**src/rtl/core/qs_pkg.sv**
```systemverilog
`default_nettype none

package qs_pkg;

   // sizing
   localparam int MAX_KEYS    = 64;
   localparam int KEY_WIDTH   = 32;
   localparam int IO_KEY_BITS = 32;

   localparam int IDX_WIDTH   = (MAX_KEYS > 1) ? $clog2(MAX_KEYS) : 1;
   localparam int CNT_WIDTH   = $clog2(MAX_KEYS + 1);

   // pending ranges are disjoint and hold two or more keys each
   localparam int STACK_DEPTH = MAX_KEYS / 2;
   localparam int STK_AWIDTH  = (STACK_DEPTH > 1) ? $clog2(STACK_DEPTH) : 1;
   localparam int SP_WIDTH    = $clog2(STACK_DEPTH + 1);

   // configuration port
   localparam int CSR_ADDR_WIDTH = 8;
   localparam int CSR_DATA_WIDTH = 32;

   localparam logic [CSR_ADDR_WIDTH-1:0] CSR_DESCENDING  = CSR_ADDR_WIDTH'(0);
   localparam logic [CSR_ADDR_WIDTH-1:0] CSR_SIGNED_KEYS = CSR_ADDR_WIDTH'(1);

   typedef logic [KEY_WIDTH-1:0]   key_type;
   typedef logic [IO_KEY_BITS-1:0] io_key_type;
   typedef logic [IDX_WIDTH-1:0]   idx_type;
   typedef logic [CNT_WIDTH-1:0]   cnt_type;
   typedef logic [SP_WIDTH-1:0]    sp_type;
   typedef logic [STK_AWIDTH-1:0]  stk_addr_type;

   typedef struct packed {
      logic descending;
      logic signed_keys;
   } cfg_type;

   typedef struct packed {
      idx_type lo;
      idx_type hi;
   } range_type;

   typedef struct packed {
      logic    en;
      idx_type addr;
      key_type data;
   } store_wr_type;

   typedef enum logic [3:0] {
      ST_LOAD,
      ST_INIT,
      ST_POP,
      ST_RANGE,
      ST_PIVOT,
      ST_RD_I,
      ST_CMP_I,
      ST_RD_J,
      ST_CMP_J,
      ST_SWAP_I,
      ST_SWAP_J,
      ST_FIN_RD,
      ST_FIN_LO,
      ST_FIN_J,
      ST_EMIT_RD,
      ST_EMIT
   } state_type;

   function automatic key_type fit_key(io_key_type k);
      logic [63:0] w;
      w = 64'(k);
      return w[KEY_WIDTH-1:0];
   endfunction

   function automatic io_key_type out_key(key_type k);
      logic [63:0] w;
      w = 64'(k);
      return w[IO_KEY_BITS-1:0];
   endfunction

endpackage

`default_nettype wire

```
**src/rtl/core/qs_if.sv**
```systemverilog
`default_nettype none

interface qs_req_if;
   logic                  valid;
   logic                  ready;
   qs_pkg::io_key_type    key;
   logic                  last;

   modport source (output valid, output key, output last, input ready);
   modport sink   (input valid, input key, input last, output ready);
endinterface

interface qs_rsp_if;
   logic                  valid;
   logic                  ready;
   qs_pkg::io_key_type    sorted_key;
   logic                  last_out;
   logic                  overflow;

   modport source (output valid, output sorted_key, output last_out, output overflow,
                   input ready);
   modport sink   (input valid, input sorted_key, input last_out, input overflow,
                   output ready);
endinterface

interface qs_csr_if;
   logic                                 valid;
   logic                                 ready;
   logic [qs_pkg::CSR_ADDR_WIDTH-1:0]    index;
   logic [qs_pkg::CSR_DATA_WIDTH-1:0]    data;

   modport source (output valid, output index, output data, input ready);
   modport sink   (input valid, input index, input data, output ready);
endinterface

`default_nettype wire

```
**src/rtl/core/quicksort_engine.sv**
```systemverilog
`default_nettype none

// Channel   Dir  Payload                              Beat
// req_if    in   key[31:0], last                      valid & ready
// rsp_if    out  sorted_key[31:0], last_out, overflow valid & ready
// csr_if    in   index[7:0], data[31:0]               valid & ready (always ready)
//
// The last key starts an in-place quicksort on the key store and one rank
// comparator: a scan step reads then compares, a swap writes both keys, and
// each range adds a pop, a pivot read and a final pivot write. After a
// first read, sorted keys stream out at one beat per cycle while rsp_if.ready
// is high. Synchronous reset clears state, counts, flags and config only.
// req_if.ready is low from the last key until the final result is taken;
// a stalled result holds its beat and its read address.
module quicksort_engine (
   input  logic          clock,
   input  logic          reset,
   qs_req_if.sink        req_if,
   qs_rsp_if.source      rsp_if,
   qs_csr_if.sink        csr_if
);

   qs_pkg::state_type state_ff, state_in;
   qs_pkg::cnt_type   count_ff, count_in;
   logic              ovf_ff, ovf_in;
   qs_pkg::sp_type    sp_ff, sp_in;
   qs_pkg::idx_type   lo_ff, lo_in, hi_ff, hi_in;
   qs_pkg::idx_type   i_ff, i_in, j_ff, j_in, k_ff, k_in;
   qs_pkg::key_type   piv_ff, piv_in, ki_ff, ki_in, kj_ff, kj_in;
   qs_pkg::cfg_type   cfg_ff, cfg_in;

   qs_pkg::store_wr_type   st_wr;
   qs_pkg::idx_type        st_raddr;
   qs_pkg::key_type        st_rdata;

   logic                   stk_we;
   qs_pkg::stk_addr_type   stk_waddr, stk_raddr;
   qs_pkg::range_type      stk_wdata, stk_rdata_ff;
   qs_pkg::range_type      stack_mem [qs_pkg::STACK_DEPTH];

   logic                   le;
   logic                   req_acc, rsp_acc;
   logic [qs_pkg::IDX_WIDTH:0] j_x, lo_x, hi_x;
   qs_pkg::sp_type         sp_dec;
   logic                   emit_last;

   assign req_acc   = req_if.valid & req_if.ready;
   assign rsp_acc   = rsp_if.valid & rsp_if.ready;
   assign j_x       = {1'b0, j_ff};
   assign lo_x      = {1'b0, lo_ff};
   assign hi_x      = {1'b0, hi_ff};
   assign sp_dec    = sp_ff - qs_pkg::sp_type'(1);
   assign emit_last = ((qs_pkg::CNT_WIDTH'(k_ff) + qs_pkg::CNT_WIDTH'(1)) == count_ff);

   // configuration
   assign csr_if.ready = 1'b1;
   always_comb begin
      cfg_in = cfg_ff;
      if (csr_if.valid) begin
         unique case (csr_if.index)
            qs_pkg::CSR_DESCENDING:  cfg_in.descending  = csr_if.data[0];
            qs_pkg::CSR_SIGNED_KEYS: cfg_in.signed_keys = csr_if.data[0];
            default: ;
         endcase
      end
   end

   qs_cmp u_cmp (
      .cfg    (cfg_ff),
      .a      (st_rdata),
      .b      (piv_ff),
      .a_le_b (le)
   );

   qs_store u_store (
      .clock (clock),
      .wr    (st_wr),
      .raddr (st_raddr),
      .rdata (st_rdata)
   );

   // range stack
   always_ff @(posedge clock) begin
      if (stk_we) begin
         stack_mem[stk_waddr] <= stk_wdata;
      end
      stk_rdata_ff <= stack_mem[stk_raddr];
   end

   always_ff @(posedge clock) begin
      if (reset) begin
         state_ff <= qs_pkg::ST_LOAD;
         count_ff <= '0;
         ovf_ff   <= 1'b0;
         sp_ff    <= '0;
         cfg_ff   <= '0;
      end else begin
         state_ff <= state_in;
         count_ff <= count_in;
         ovf_ff   <= ovf_in;
         sp_ff    <= sp_in;
         cfg_ff   <= cfg_in;
      end
   end

   always_ff @(posedge clock) begin
      lo_ff  <= lo_in;
      hi_ff  <= hi_in;
      i_ff   <= i_in;
      j_ff   <= j_in;
      k_ff   <= k_in;
      piv_ff <= piv_in;
      ki_ff  <= ki_in;
      kj_ff  <= kj_in;
   end

   always_comb begin
      state_in  = state_ff;
      count_in  = count_ff;
      ovf_in    = ovf_ff;
      sp_in     = sp_ff;
      lo_in     = lo_ff;
      hi_in     = hi_ff;
      i_in      = i_ff;
      j_in      = j_ff;
      k_in      = k_ff;
      piv_in    = piv_ff;
      ki_in     = ki_ff;
      kj_in     = kj_ff;
      st_wr     = '0;
      st_raddr  = '0;
      stk_we    = 1'b0;
      stk_waddr = sp_ff[qs_pkg::STK_AWIDTH-1:0];
      stk_wdata = '0;
      stk_raddr = sp_dec[qs_pkg::STK_AWIDTH-1:0];
      req_if.ready = 1'b0;
      rsp_if.valid = 1'b0;

      unique case (state_ff)
         qs_pkg::ST_LOAD: begin
            req_if.ready = 1'b1;
            if (req_acc) begin
               if (count_ff < qs_pkg::CNT_WIDTH'(qs_pkg::MAX_KEYS)) begin
                  st_wr.en   = 1'b1;
                  st_wr.addr = count_ff[qs_pkg::IDX_WIDTH-1:0];
                  st_wr.data = qs_pkg::fit_key(req_if.key);
                  count_in   = count_ff + qs_pkg::cnt_type'(1);
               end else begin
                  ovf_in = 1'b1;
               end
               if (req_if.last) begin
                  state_in = qs_pkg::ST_INIT;
               end
            end
         end
         qs_pkg::ST_INIT: begin
            k_in  = '0;
            sp_in = '0;
            if (count_ff >= qs_pkg::CNT_WIDTH'(2)) begin
               stk_we       = 1'b1;
               stk_waddr    = '0;
               stk_wdata.lo = '0;
               stk_wdata.hi = qs_pkg::IDX_WIDTH'(count_ff - qs_pkg::cnt_type'(1));
               sp_in        = qs_pkg::sp_type'(1);
               state_in     = qs_pkg::ST_POP;
            end else begin
               state_in = qs_pkg::ST_EMIT_RD;
            end
         end
         qs_pkg::ST_POP: begin
            sp_in    = sp_dec;
            state_in = qs_pkg::ST_RANGE;
         end
         qs_pkg::ST_RANGE: begin
            lo_in    = stk_rdata_ff.lo;
            hi_in    = stk_rdata_ff.hi;
            i_in     = stk_rdata_ff.lo;
            j_in     = stk_rdata_ff.hi;
            st_raddr = stk_rdata_ff.lo;
            state_in = qs_pkg::ST_PIVOT;
         end
         qs_pkg::ST_PIVOT: begin
            piv_in   = st_rdata;
            state_in = qs_pkg::ST_RD_I;
         end
         qs_pkg::ST_RD_I: begin
            st_raddr = i_ff;
            state_in = (i_ff < j_ff) ? qs_pkg::ST_CMP_I : qs_pkg::ST_RD_J;
         end
         qs_pkg::ST_CMP_I: begin
            st_raddr = i_ff;
            if (le) begin
               i_in     = i_ff + qs_pkg::idx_type'(1);
               state_in = qs_pkg::ST_RD_I;
            end else begin
               ki_in    = st_rdata;
               state_in = qs_pkg::ST_RD_J;
            end
         end
         qs_pkg::ST_RD_J: begin
            st_raddr = j_ff;
            // j at lo leaves i >= j, so no swap can follow
            state_in = (j_ff > lo_ff) ? qs_pkg::ST_CMP_J : qs_pkg::ST_FIN_RD;
         end
         qs_pkg::ST_CMP_J: begin
            st_raddr = j_ff;
            if (!le) begin
               j_in     = j_ff - qs_pkg::idx_type'(1);
               state_in = qs_pkg::ST_RD_J;
            end else begin
               kj_in    = st_rdata;
               state_in = (i_ff < j_ff) ? qs_pkg::ST_SWAP_I : qs_pkg::ST_FIN_RD;
            end
         end
         qs_pkg::ST_SWAP_I: begin
            st_wr.en   = 1'b1;
            st_wr.addr = i_ff;
            st_wr.data = kj_ff;
            state_in   = qs_pkg::ST_SWAP_J;
         end
         qs_pkg::ST_SWAP_J: begin
            st_wr.en   = 1'b1;
            st_wr.addr = j_ff;
            st_wr.data = ki_ff;
            state_in   = qs_pkg::ST_RD_I;
         end
         qs_pkg::ST_FIN_RD: begin
            st_raddr = j_ff;
            state_in = qs_pkg::ST_FIN_LO;
         end
         qs_pkg::ST_FIN_LO: begin
            st_wr.en   = 1'b1;
            st_wr.addr = lo_ff;
            st_wr.data = st_rdata;
            if (j_x > lo_x + 1'b1) begin
               stk_we       = 1'b1;
               stk_wdata.lo = lo_ff;
               stk_wdata.hi = j_ff - qs_pkg::idx_type'(1);
               sp_in        = sp_ff + qs_pkg::sp_type'(1);
            end
            state_in = qs_pkg::ST_FIN_J;
         end
         qs_pkg::ST_FIN_J: begin
            st_wr.en   = 1'b1;
            st_wr.addr = j_ff;
            st_wr.data = piv_ff;
            if (j_x + 1'b1 < hi_x) begin
               stk_we       = 1'b1;
               stk_wdata.lo = j_ff + qs_pkg::idx_type'(1);
               stk_wdata.hi = hi_ff;
               sp_in        = sp_ff + qs_pkg::sp_type'(1);
            end
            state_in = (sp_in != '0) ? qs_pkg::ST_POP : qs_pkg::ST_EMIT_RD;
         end
         qs_pkg::ST_EMIT_RD: begin
            st_raddr = k_ff;
            state_in = qs_pkg::ST_EMIT;
         end
         qs_pkg::ST_EMIT: begin
            rsp_if.valid = 1'b1;
            st_raddr     = k_ff;
            if (rsp_acc) begin
               // fetch the next key now so it is ready on the following beat
               st_raddr = k_ff + qs_pkg::idx_type'(1);
               k_in     = k_ff + qs_pkg::idx_type'(1);
               if (emit_last) begin
                  count_in = '0;
                  ovf_in   = 1'b0;
                  sp_in    = '0;
                  state_in = qs_pkg::ST_LOAD;
               end
            end
         end
         default: state_in = qs_pkg::ST_LOAD;
      endcase
   end

   assign rsp_if.sorted_key = qs_pkg::out_key(st_rdata);
   assign rsp_if.last_out   = emit_last;
   assign rsp_if.overflow   = ovf_ff;

`ifndef SYNTH
   a_no_accept_while_emitting: assert property (@(posedge clock) disable iff (reset)
      req_if.ready |-> !rsp_if.valid)
      else $error("input accepted while results pending");

   a_stack_bounded: assert property (@(posedge clock) disable iff (reset)
      sp_ff <= qs_pkg::sp_type'(qs_pkg::STACK_DEPTH))
      else $error("range stack overrun");

   a_scan_i_in_range: assert property (@(posedge clock) disable iff (reset)
      (state_ff == qs_pkg::ST_CMP_I) |-> (i_ff < j_ff) && (i_ff >= lo_ff))
      else $error("left scan pointer out of range");

   a_scan_j_in_range: assert property (@(posedge clock) disable iff (reset)
      (state_ff == qs_pkg::ST_CMP_J) |-> (j_ff > lo_ff) && (j_ff <= hi_ff))
      else $error("right scan pointer out of range");

   a_batch_cleared: assert property (@(posedge clock) disable iff (reset)
      rsp_acc && rsp_if.last_out |=> (count_ff == '0) && !ovf_ff)
      else $error("batch state not cleared after final result");
`endif

endmodule

`default_nettype wire

```
**src/rtl/core/qs_cmp.sv**
```systemverilog
`default_nettype none

// Rank compare shared by both partition scans: a_le_b when key a sorts
// no later than key b under the current order and signedness.
module qs_cmp (
   input  var qs_pkg::cfg_type cfg,
   input  var qs_pkg::key_type a,
   input  var qs_pkg::key_type b,
   output logic                a_le_b
);

   function automatic qs_pkg::key_type rank_of(qs_pkg::key_type k, qs_pkg::cfg_type c);
      qs_pkg::key_type r;
      r = k;
      if (c.signed_keys) begin
         r[qs_pkg::KEY_WIDTH-1] = ~r[qs_pkg::KEY_WIDTH-1];
      end
      if (c.descending) begin
         r = ~r;
      end
      return r;
   endfunction

   assign a_le_b = (rank_of(a, cfg) <= rank_of(b, cfg));

endmodule

`default_nettype wire

```
**src/rtl/core/qs_store.sv**
```systemverilog
`default_nettype none

// Key store: one write port, one read port, registered read data.
module qs_store (
   input  logic                    clock,
   input  var qs_pkg::store_wr_type wr,
   input  var qs_pkg::idx_type     raddr,
   output qs_pkg::key_type         rdata
);

   qs_pkg::key_type mem [qs_pkg::MAX_KEYS];
   qs_pkg::key_type rdata_ff;

   always_ff @(posedge clock) begin
      if (wr.en) begin
         mem[wr.addr] <= wr.data;
      end
      rdata_ff <= mem[raddr];
   end

   assign rdata = rdata_ff;

endmodule

`default_nettype wire
```
**src/flat_wrapper.sv**
```systemverilog
// flat-port wrapper written by rule: the top's interface ports become plain ports
module quicksort_engine_flat 
  (clock, reset, req_if_valid, req_if_key, req_if_last, req_if_ready, rsp_if_valid, rsp_if_sorted_key, rsp_if_last_out, rsp_if_overflow, rsp_if_ready, csr_if_valid, csr_if_index, csr_if_data, csr_if_ready);
  qs_req_if req_if_i ();
  qs_rsp_if rsp_if_i ();
  qs_csr_if csr_if_i ();
  input  logic clock;
  input  logic reset;
  input wire logic [$bits(req_if_i.valid)-1:0] req_if_valid;
  input wire logic [$bits(req_if_i.key)-1:0] req_if_key;
  input wire logic [$bits(req_if_i.last)-1:0] req_if_last;
  output wire logic [$bits(req_if_i.ready)-1:0] req_if_ready;
  output wire logic [$bits(rsp_if_i.valid)-1:0] rsp_if_valid;
  output wire logic [$bits(rsp_if_i.sorted_key)-1:0] rsp_if_sorted_key;
  output wire logic [$bits(rsp_if_i.last_out)-1:0] rsp_if_last_out;
  output wire logic [$bits(rsp_if_i.overflow)-1:0] rsp_if_overflow;
  input wire logic [$bits(rsp_if_i.ready)-1:0] rsp_if_ready;
  input wire logic [$bits(csr_if_i.valid)-1:0] csr_if_valid;
  input wire logic [$bits(csr_if_i.index)-1:0] csr_if_index;
  input wire logic [$bits(csr_if_i.data)-1:0] csr_if_data;
  output wire logic [$bits(csr_if_i.ready)-1:0] csr_if_ready;
  assign req_if_i.valid = req_if_valid;
  assign req_if_i.key = req_if_key;
  assign req_if_i.last = req_if_last;
  assign req_if_ready = req_if_i.ready;
  assign rsp_if_valid = rsp_if_i.valid;
  assign rsp_if_sorted_key = rsp_if_i.sorted_key;
  assign rsp_if_last_out = rsp_if_i.last_out;
  assign rsp_if_overflow = rsp_if_i.overflow;
  assign rsp_if_i.ready = rsp_if_ready;
  assign csr_if_i.valid = csr_if_valid;
  assign csr_if_i.index = csr_if_index;
  assign csr_if_i.data = csr_if_data;
  assign csr_if_ready = csr_if_i.ready;
  quicksort_engine u_core (.clock(clock), .reset(reset), .req_if(req_if_i), .rsp_if(rsp_if_i), .csr_if(csr_if_i));
endmodule
```
**config.mk**
```make
export PLATFORM = sky130hd
export DESIGN_NAME = quicksort_engine_flat
export DESIGN_NICKNAME = d
export VERILOG_FILES = /design/src/rtl/core/qs_pkg.sv /design/src/rtl/core/qs_if.sv /design/src/rtl/core/quicksort_engine.sv /design/src/rtl/core/qs_cmp.sv /design/src/rtl/core/qs_store.sv /design/src/flat_wrapper.sv
export SDC_FILE = /design/constraint.sdc
export NUM_CORES = 2
export LEC_CHECK = 0
export ABC_AREA = 1
export BUFFER_PORTS_ARGS = -buffer_cell sky130_fd_sc_hd__buf_4
export CORE_ASPECT_RATIO = 0.75
export CORE_MARGIN = 4
export CORE_UTILIZATION = 60
export DETAILED_ROUTE_END_ITERATION = 10
export GPL_ROUTABILITY_DRIVEN = 0
export PLACE_DENSITY = 0.75
export SETUP_SLACK_MARGIN = 0.05
export SYNTH_ARGS = -nofsm -noshare
export SYNTH_HDL_FRONTEND = slang
export SYNTH_SLANG_ARGS = --single-unit
```
**constraint.sdc**
```tcl
create_clock -name clock -period 5.3 [get_ports clock]
set_clock_uncertainty 0.05 [all_clocks]
set_input_delay 0 -clock clock [delete_from_list [all_inputs] [get_ports clock]]
set_output_delay 0 -clock clock [all_outputs]
set_load 0.01 [all_outputs]
```
; ---- Word-level counts from Yosys, hierarchy flattened
; Memories as Yosys holds them, arrays and structs flattened. A register that Yosys moved wholly into a read port is not among the register bits.
; Cells that the tools add are included.
[word_totals]
ff_bits = 146
ram_bits = 2432
input_bits = 78
out_inout_bits = 37
n_memories = 2
[mem_list]
columns = name, words, word_bits, rd, rd_clocked_by_memory_dff, wr, line
row1 = u_core.u_store.mem, 64, 32, 1, 1, 1, qs_store.sv:11  ; qs_pkg::key_type mem [qs_pkg::MAX_KEYS];
row2 = u_core.stack_mem, 32, 12, 1, 1, 1, quicksort_engine.sv:39  ; qs_pkg::range_type stack_mem [qs_pkg::STACK_DEPTH];
[classes]
addsub = 11
n_lt_le_gt_ge = 7
n_eq_ne = 26
n_mux = 59
bitwise_logic = 7
n_reduce_logical = 21
[ops]
columns = op, n
row1 = $pmux W39 S5, 1
row2 = $mux W39, 2
row3 = $mux W32, 2
row4 = $not A32 Y32, 2
row5 = $pmux W4 S15, 1
row6 = $pmux W6 S5, 2
row7 = $mux W6, 9
row8 = $pmux W12 S3, 1
row9 = $pmux W6 S2, 3
row10 = $eq A4 B4 Y1 const B, 8
row11 = $le A32 B32 Y1, 1
row12 = $mux W4, 7
row13 = $mux W7, 4
row14 = $add A6 B1 Y6 const B, 4
row15 = $mux W12, 2
row16 = $add A6 B1 Y7 const B, 3
row17 = $sub A6 B1 Y6 const B, 3
row18 = $mux W1, 17
row19 = $eq A4 B3 Y1 const B, 4
row20 = $pmux W7 S2, 1
row21 = $reduce_and A2 Y1, 6
row22 = $mux W5, 2
row23 = $ne A2 B1 Y1 const B, 5
row24 = $reduce_and A5 Y1, 2
row25 = other kinds (25), 39

; ---- Longest topological paths before layout
[logic_depth]
depth_word = 7
depth_mapped = 21

; ---- By module
; Synthesis repeated with hierarchy kept, for this count alone.
[hier_totals]
hier_cells = 9000
area_unflattened_um2 = 107825.9
[by_module_without_submodules]
columns = mod, n_inst, cells_each, area_each_um2
row1 = qs_store, 1, 6769, 82738.1
row2 = quicksort_engine, 1, 2048, 23691.5
row3 = qs_cmp, 1, 183, 1396.3

; ---- Worst setup path after synthesis
; Ideal clock, no wire load.
[synth_timing]
path_kind = register to register
start = register u_core.state_ff[0]
end = memory u_core.u_store.mem[48][0] (netlist name), enable pin
setup_time_ps = 421
arrival_ps = 3230
path_slack_ps = 1599
path_stages_with_launch = 13
synth_period_minus_slack_ps = 3701
cell_sequence = dfxtp_1 > nor2_1 > inv_2 > nor2_1 > nand2_1 > nor2_1 > inv_2 > o21a_1 > inv_1 > nand2_1 > inv_1 > nand2_1 > nor2_1
[synth_between]
elab_chain_len = 7
word_cells_on_any_way = 11
[synth_rtl]
columns = element, line
row1 = start: declaration, quicksort_engine.sv:23  ; qs_pkg::state_type state_ff, state_in;
row2 = start signal: assignment, quicksort_engine.sv:92  ; state_ff <= qs_pkg::ST_LOAD;
row3 = start signal: assignment, quicksort_engine.sv:98  ; state_ff <= state_in;
row4 = $logic_not A4 Y1 (*), quicksort_engine.sv:139  ; unique case (state_ff)
row5 = $mux W1 (*), quicksort_engine.sv:139
row6 = net req_if_ready, flat_wrapper.sv:12  ; output wire logic [$bits(req_if_i.ready)-1:0] req_if_ready;
row7 = $and A1 B1 Y1 (*), quicksort_engine.sv:47  ; assign req_acc = req_if.valid & req_if.ready;
row8 = $mux W39 (*), quicksort_engine.sv:142  ; if (req_acc) begin
row9 = $pmux W39 S5 (*), quicksort_engine.sv:139
row10 = $mux W1, qs_store.sv:15  ; if (wr.en) begin
row11 = $mux W1 (implied by the code), qs_store.sv:16  ; mem[wr.addr] <= wr.data;
row12 = end: declaration, qs_store.sv:11
; Mark *: on every way through the listed nets, which the timed path passes. The rest lies on a longest branch.

; ---- Final worst setup path
[layout_timing]
start = register u_core.lo_ff[2]
end = memory u_core.stack_mem[27][4] (netlist name), enable pin
[layout_between]
elab_chain_len = 6
[layout_rtl]
columns = element, line
row1 = start: declaration, quicksort_engine.sv:27  ; qs_pkg::idx_type lo_ff, lo_in, hi_ff, hi_in;
row2 = start signal: assignment, quicksort_engine.sv:107  ; lo_ff <= lo_in;
row3 = $add A6 B1 Y7, quicksort_engine.sv:235  ; if (j_x > lo_x + 1'b1) begin
row4 = $gt A6 B7 Y1, quicksort_engine.sv:235
row5 = $mux W1, quicksort_engine.sv:235
row6 = $pmux W1 S3, quicksort_engine.sv:139
row7 = $mux W1, quicksort_engine.sv:84  ; if (stk_we) begin
row8 = $mux W1 (implied by the code), quicksort_engine.sv:85  ; stack_mem[stk_waddr] <= stk_wdata;
row9 = end: declaration, quicksort_engine.sv:39
; Every way passes these cells.

==> results summary <==
The cell leakage power came out at 48.8 nW. The total of fill cells in the finished design came out at 12,800. The final hold slack is 0.0672 ns. The worst-case headroom to the max-slew limit is 9.97%.

The most common cell in the netlist is nand2_1. At the pin with the least slew margin, the transition time is 1.35 ns. The wire length of the first global-routing pass is 450,000 um. For this run, the slowest stage of the critical path takes 1.02 ns. The number of placement rows is 136. The number of antenna violations at the first check in global routing came to 12. The cell depth of the worst flop-to-flop path is 14. The y dimension of the die is 382 um. The worst hold path belongs to the class input port to flip-flop. Synthesis inferred 2,622 register bits. The proportion of synthesized chip area in sequential cells is 69.9%. Setup repair after global routing left no endpoint under its margin. The type of origin of the critical path is a flip-flop. The worst hold path passes through 4 cells.

The largest net degree at the start of global routing came out at 168. TritonCTS built the clock tree. Of all cell types, the one taking the most synthesized area is edfxtp_1. The count of buffers added by post-CTS timing repair for setup came out at 0. The data arrival at the endpoint of the critical path came out at 5.08 ns.

CTS placed an instance of clkbuf_16 at the clock tree root. Counting flops with a built-in enable in the synthesized netlist gives 2,558. The violation count after the first detailed-routing iteration came out at 12,300. The post-cts repair resize count is 0. The residual antenna-violating net count after detailed routing is 0. The async set-reset flop share out of synthesis came out at 0%. The critical path goes through inv_1 -> nor3_1 -> nand3_1 -> xor2_1 -> ha_1 -> nand2_1 -> o21ai_0 -> o211ai_1 -> buf_4 -> nor2_1 -> inv_1 -> nand3_1 -> nand3_1 -> nor2_1.

STA classifies the critical path endpoint as a flip-flop. In this run the most critical hold path is launched from req_if_key[6]. Ranked by instance count, the synthesized netlist is headed by 3,098 x nand2_1, 2,558 x edfxtp_1, 1,469 x nand3_1, 1,136 x inv_1, 497 x nor2_1. The first-pass detailed-route iteration total came out at 7. Dividing the detail-routed wire length by the instance count gives 23.5 um. The worst setup path is of the flip-flop to flip-flop kind. Measured along the x axis, the die boundary spans 506 um. The number of global-route vias before repair came out at 73,100.

The leading register cell type out of synthesis is edfxtp_1. The area inside the core boundary came out at 0.184 mm2. The cell that appears most often on the critical path is nand3_1. IR analysis of the VDD net gives a maximum drop of 0.000444 V. The clock latency on the worst-skew pair came out at 0.87 ns.

The most critical setup path has its startpoint at u_core.lo_ff[2]. The area added between synthesis and finish is 10.6%. The number of max-cap violations came out at 0. For this run, design rule violations remaining after detail routing come to 0.

The number of synthesis warnings is 0. The global router's overall resource usage is 30.8%. The total vias in the final route is 77,400. The number of buffer and inverter stages on the critical path is 3. The flow ran to the end, and the final reports show no timing, DRC or antenna violations. The area share of the largest cell type after synthesis is 68.7%. The cts-stage hold buffer count is 35. The global-route congestion overflow total came out at 0. The highest fanout seen on the critical path came out at 12. The kind of cell with the highest combined delay along the critical path is simple AND/OR/NAND/NOR gates. The fraction of layout instances using a drive strength above 1 is 7.41%. The ratio of total power to cell area is 521 mW/mm2. By area the synthesized netlist is led by edfxtp_1 69%, nand2_1 10%, nand3_1 6.6%. In the routed layout, each cell is associated on average with a via count of 5.99. The mean cell area of the mapped netlist came out at 10.9 um2. The final-report hold violation count came out at 0. After synthesis, the netlist uses 51 different library cells. The final cell count without fillers came out at 12,900. The max-slew violation total from the final report came out at 0. The slowest stage of the critical path belongs to the cell nor2_1. No sink is reached through more buffers than the 3 on the longest clock path. Wires add up to 303,000 um. The clock transition at the registers of the reported paths came out at 0.07 ns.

The initial core utilization is 60.7%. The final core utilization is 67.1%. The number of levels the H-tree was split into is 4. The count of mapped cells out of synthesis is 10,200. The number of sinks driven by the clock tree came out at 2,622. The aggregate negative setup slack is 0 ns. The clock buffer count from CTS is 234.

In this run the number of cells on the critical path is 14. Port buffering added 82 buffers. The startpoint of the worst-slack reg-to-reg timing path is u_core.lo_ff[2]. The synthesized netlist occupies a cell area of 0.112 mm2. The highest clock frequency the design can meet is 214 MHz. The count of nets after finishing is 10,300. For the worst setup path, the data required time is 5.71 ns. Total power for the finished layout comes to 64.3 mW. The HPWL after detailed placement came out at 173,000 um. The area of the die came out at 0.193 mm2.

Once placement completed, the tool counted placed cells totaling 12,400. The final critical path time including I/O delays and setup is 4.67 ns. In the finished design, the share of the clock period the worst path needs comes to 88.1%. Setup violations remaining at the end of the flow were counted as 0. The number of primary I/O pins is 115. The post-synth net total is 10,300.
==> per-layer routing <==
metal	GRT usage (%)	wire length, um	vias to the layer above
li1	-	-	34600
met1	43.9	116000	36900
met2	46.4	135000	5132
met3	6.44	38700	736
met4	13.5	14000	4
met5	0	23	-
==> placed cells by master (no fill, tap or decap), types with 10 or more instances in the layout <==
master	instances
ha_1	37
nand3_1	1444
edfxtp_1	2558
o22ai_1	30
nand3_2	25
mux2i_1	37
xor2_1	34
clkbuf_1	74
inv_2	12
nor2_4	69
a31oi_1	13
a21oi_1	68
inv_1	1133
dfxtp_1	63
clkbuf_16	240
clkinv_2	40
buf_4	260
o221ai_1	40
xnor2_1	11
dlygate4sd3_1	35
o211ai_1	158
o21ai_0	230
clkbuf_8	14
nand2_1	3091
nor3_1	10
o32ai_1	59
clkinv_1	49
nor2_1	428
nand4_1	13
nand2_2	10
buf_12	45
==> worst register-to-register path: cells and delay by family (launching register included) <==
family	cells	cell delay [ns]
adder cells (fa/ha/maj)	1	0.30
flip-flops	1	0.40
buffers and inverters	3	0.50
AND/OR/NAND/NOR	7	2.58
XOR/XNOR	1	0.18
AO/OA/AOI/OAI	2	0.27
==> area by class of cell <==
| type | instances | area [um2] | share of cell area [%] |
|---|---|---|---|
| inverter | 1154 | 4350 | 3.52 |
| tap | 2484 | 3110 | 2.52 |
| clock buffer | 328 | 6480 | 5.24 |
| timing repair buffer | 340 | 3200 | 2.59 |
| multi-input combinational | 5877 | 27500 | 22.2 |
| antenna | 4 | 10.0 | 0.00810 |
| clock inverter | 109 | 861 | 0.697 |
| sequential | 2622 | 78100 | 63.2 |
==> state kept, by name (all words and copies together), names as in the netlist, 2 cells and up <==
register              count
u_core.kj_ff             32
u_core.ki_ff             32
u_core.u_store.mem     2048
u_core.i_ff               6
u_core.sp_ff              6
u_core.lo_ff              6
u_core.u_store.rdata     32
u_core.piv_ff            32
u_core.state_ff           4
u_core.hi_ff              6
u_core.j_ff               6
u_core.stk_rdata_ff      12
u_core.stack_mem        384
u_core.k_ff               6
u_core.cfg_ff             2
u_core.count_ff           7
==> path summary, 6_finish.rpt <==
check / to / slack [ns]
worst max-delay path: u_core.stack_mem[27][4] / 0.63
worst min register to register: u_core.rsp_if.overflow / 0.41
worst max register to register: u_core.stack_mem[27][4] / 0.63
worst min-delay path: u_core.u_store.mem[62][6] / 0.07
==> kinds of logic after synthesis <==
logic type                 synth area share [%]
and+or+nand+nor                            18.9
DFF                                        69.9
buffers and inverters                      6.30
AOI/OAI and AO/OA                          3.76
xor gates and xnor gates                  0.368
adders and majority gates                 0.426
muxes                                     0.331
other                                   0.00336
==> stage by stage <==
stage                     worst slack [ns]  cell area (um2)
after floorplan                       1.60           112000
after global placement               0.885           116000
after detailed placement             0.729           116000
after CTS                            0.700           124000
after global routing                 0.262           124000
final                                0.629           124000
==> where the power goes <==
part           internal (mW)  leakage [nW]  switching [mW]
Clock                   8.91          3.58            7.49
Combinational           5.20          21.3            16.4
Sequential              25.6          23.9           0.766
Total                   39.7          48.8            24.6
Power figures use the tool's default switching activity.
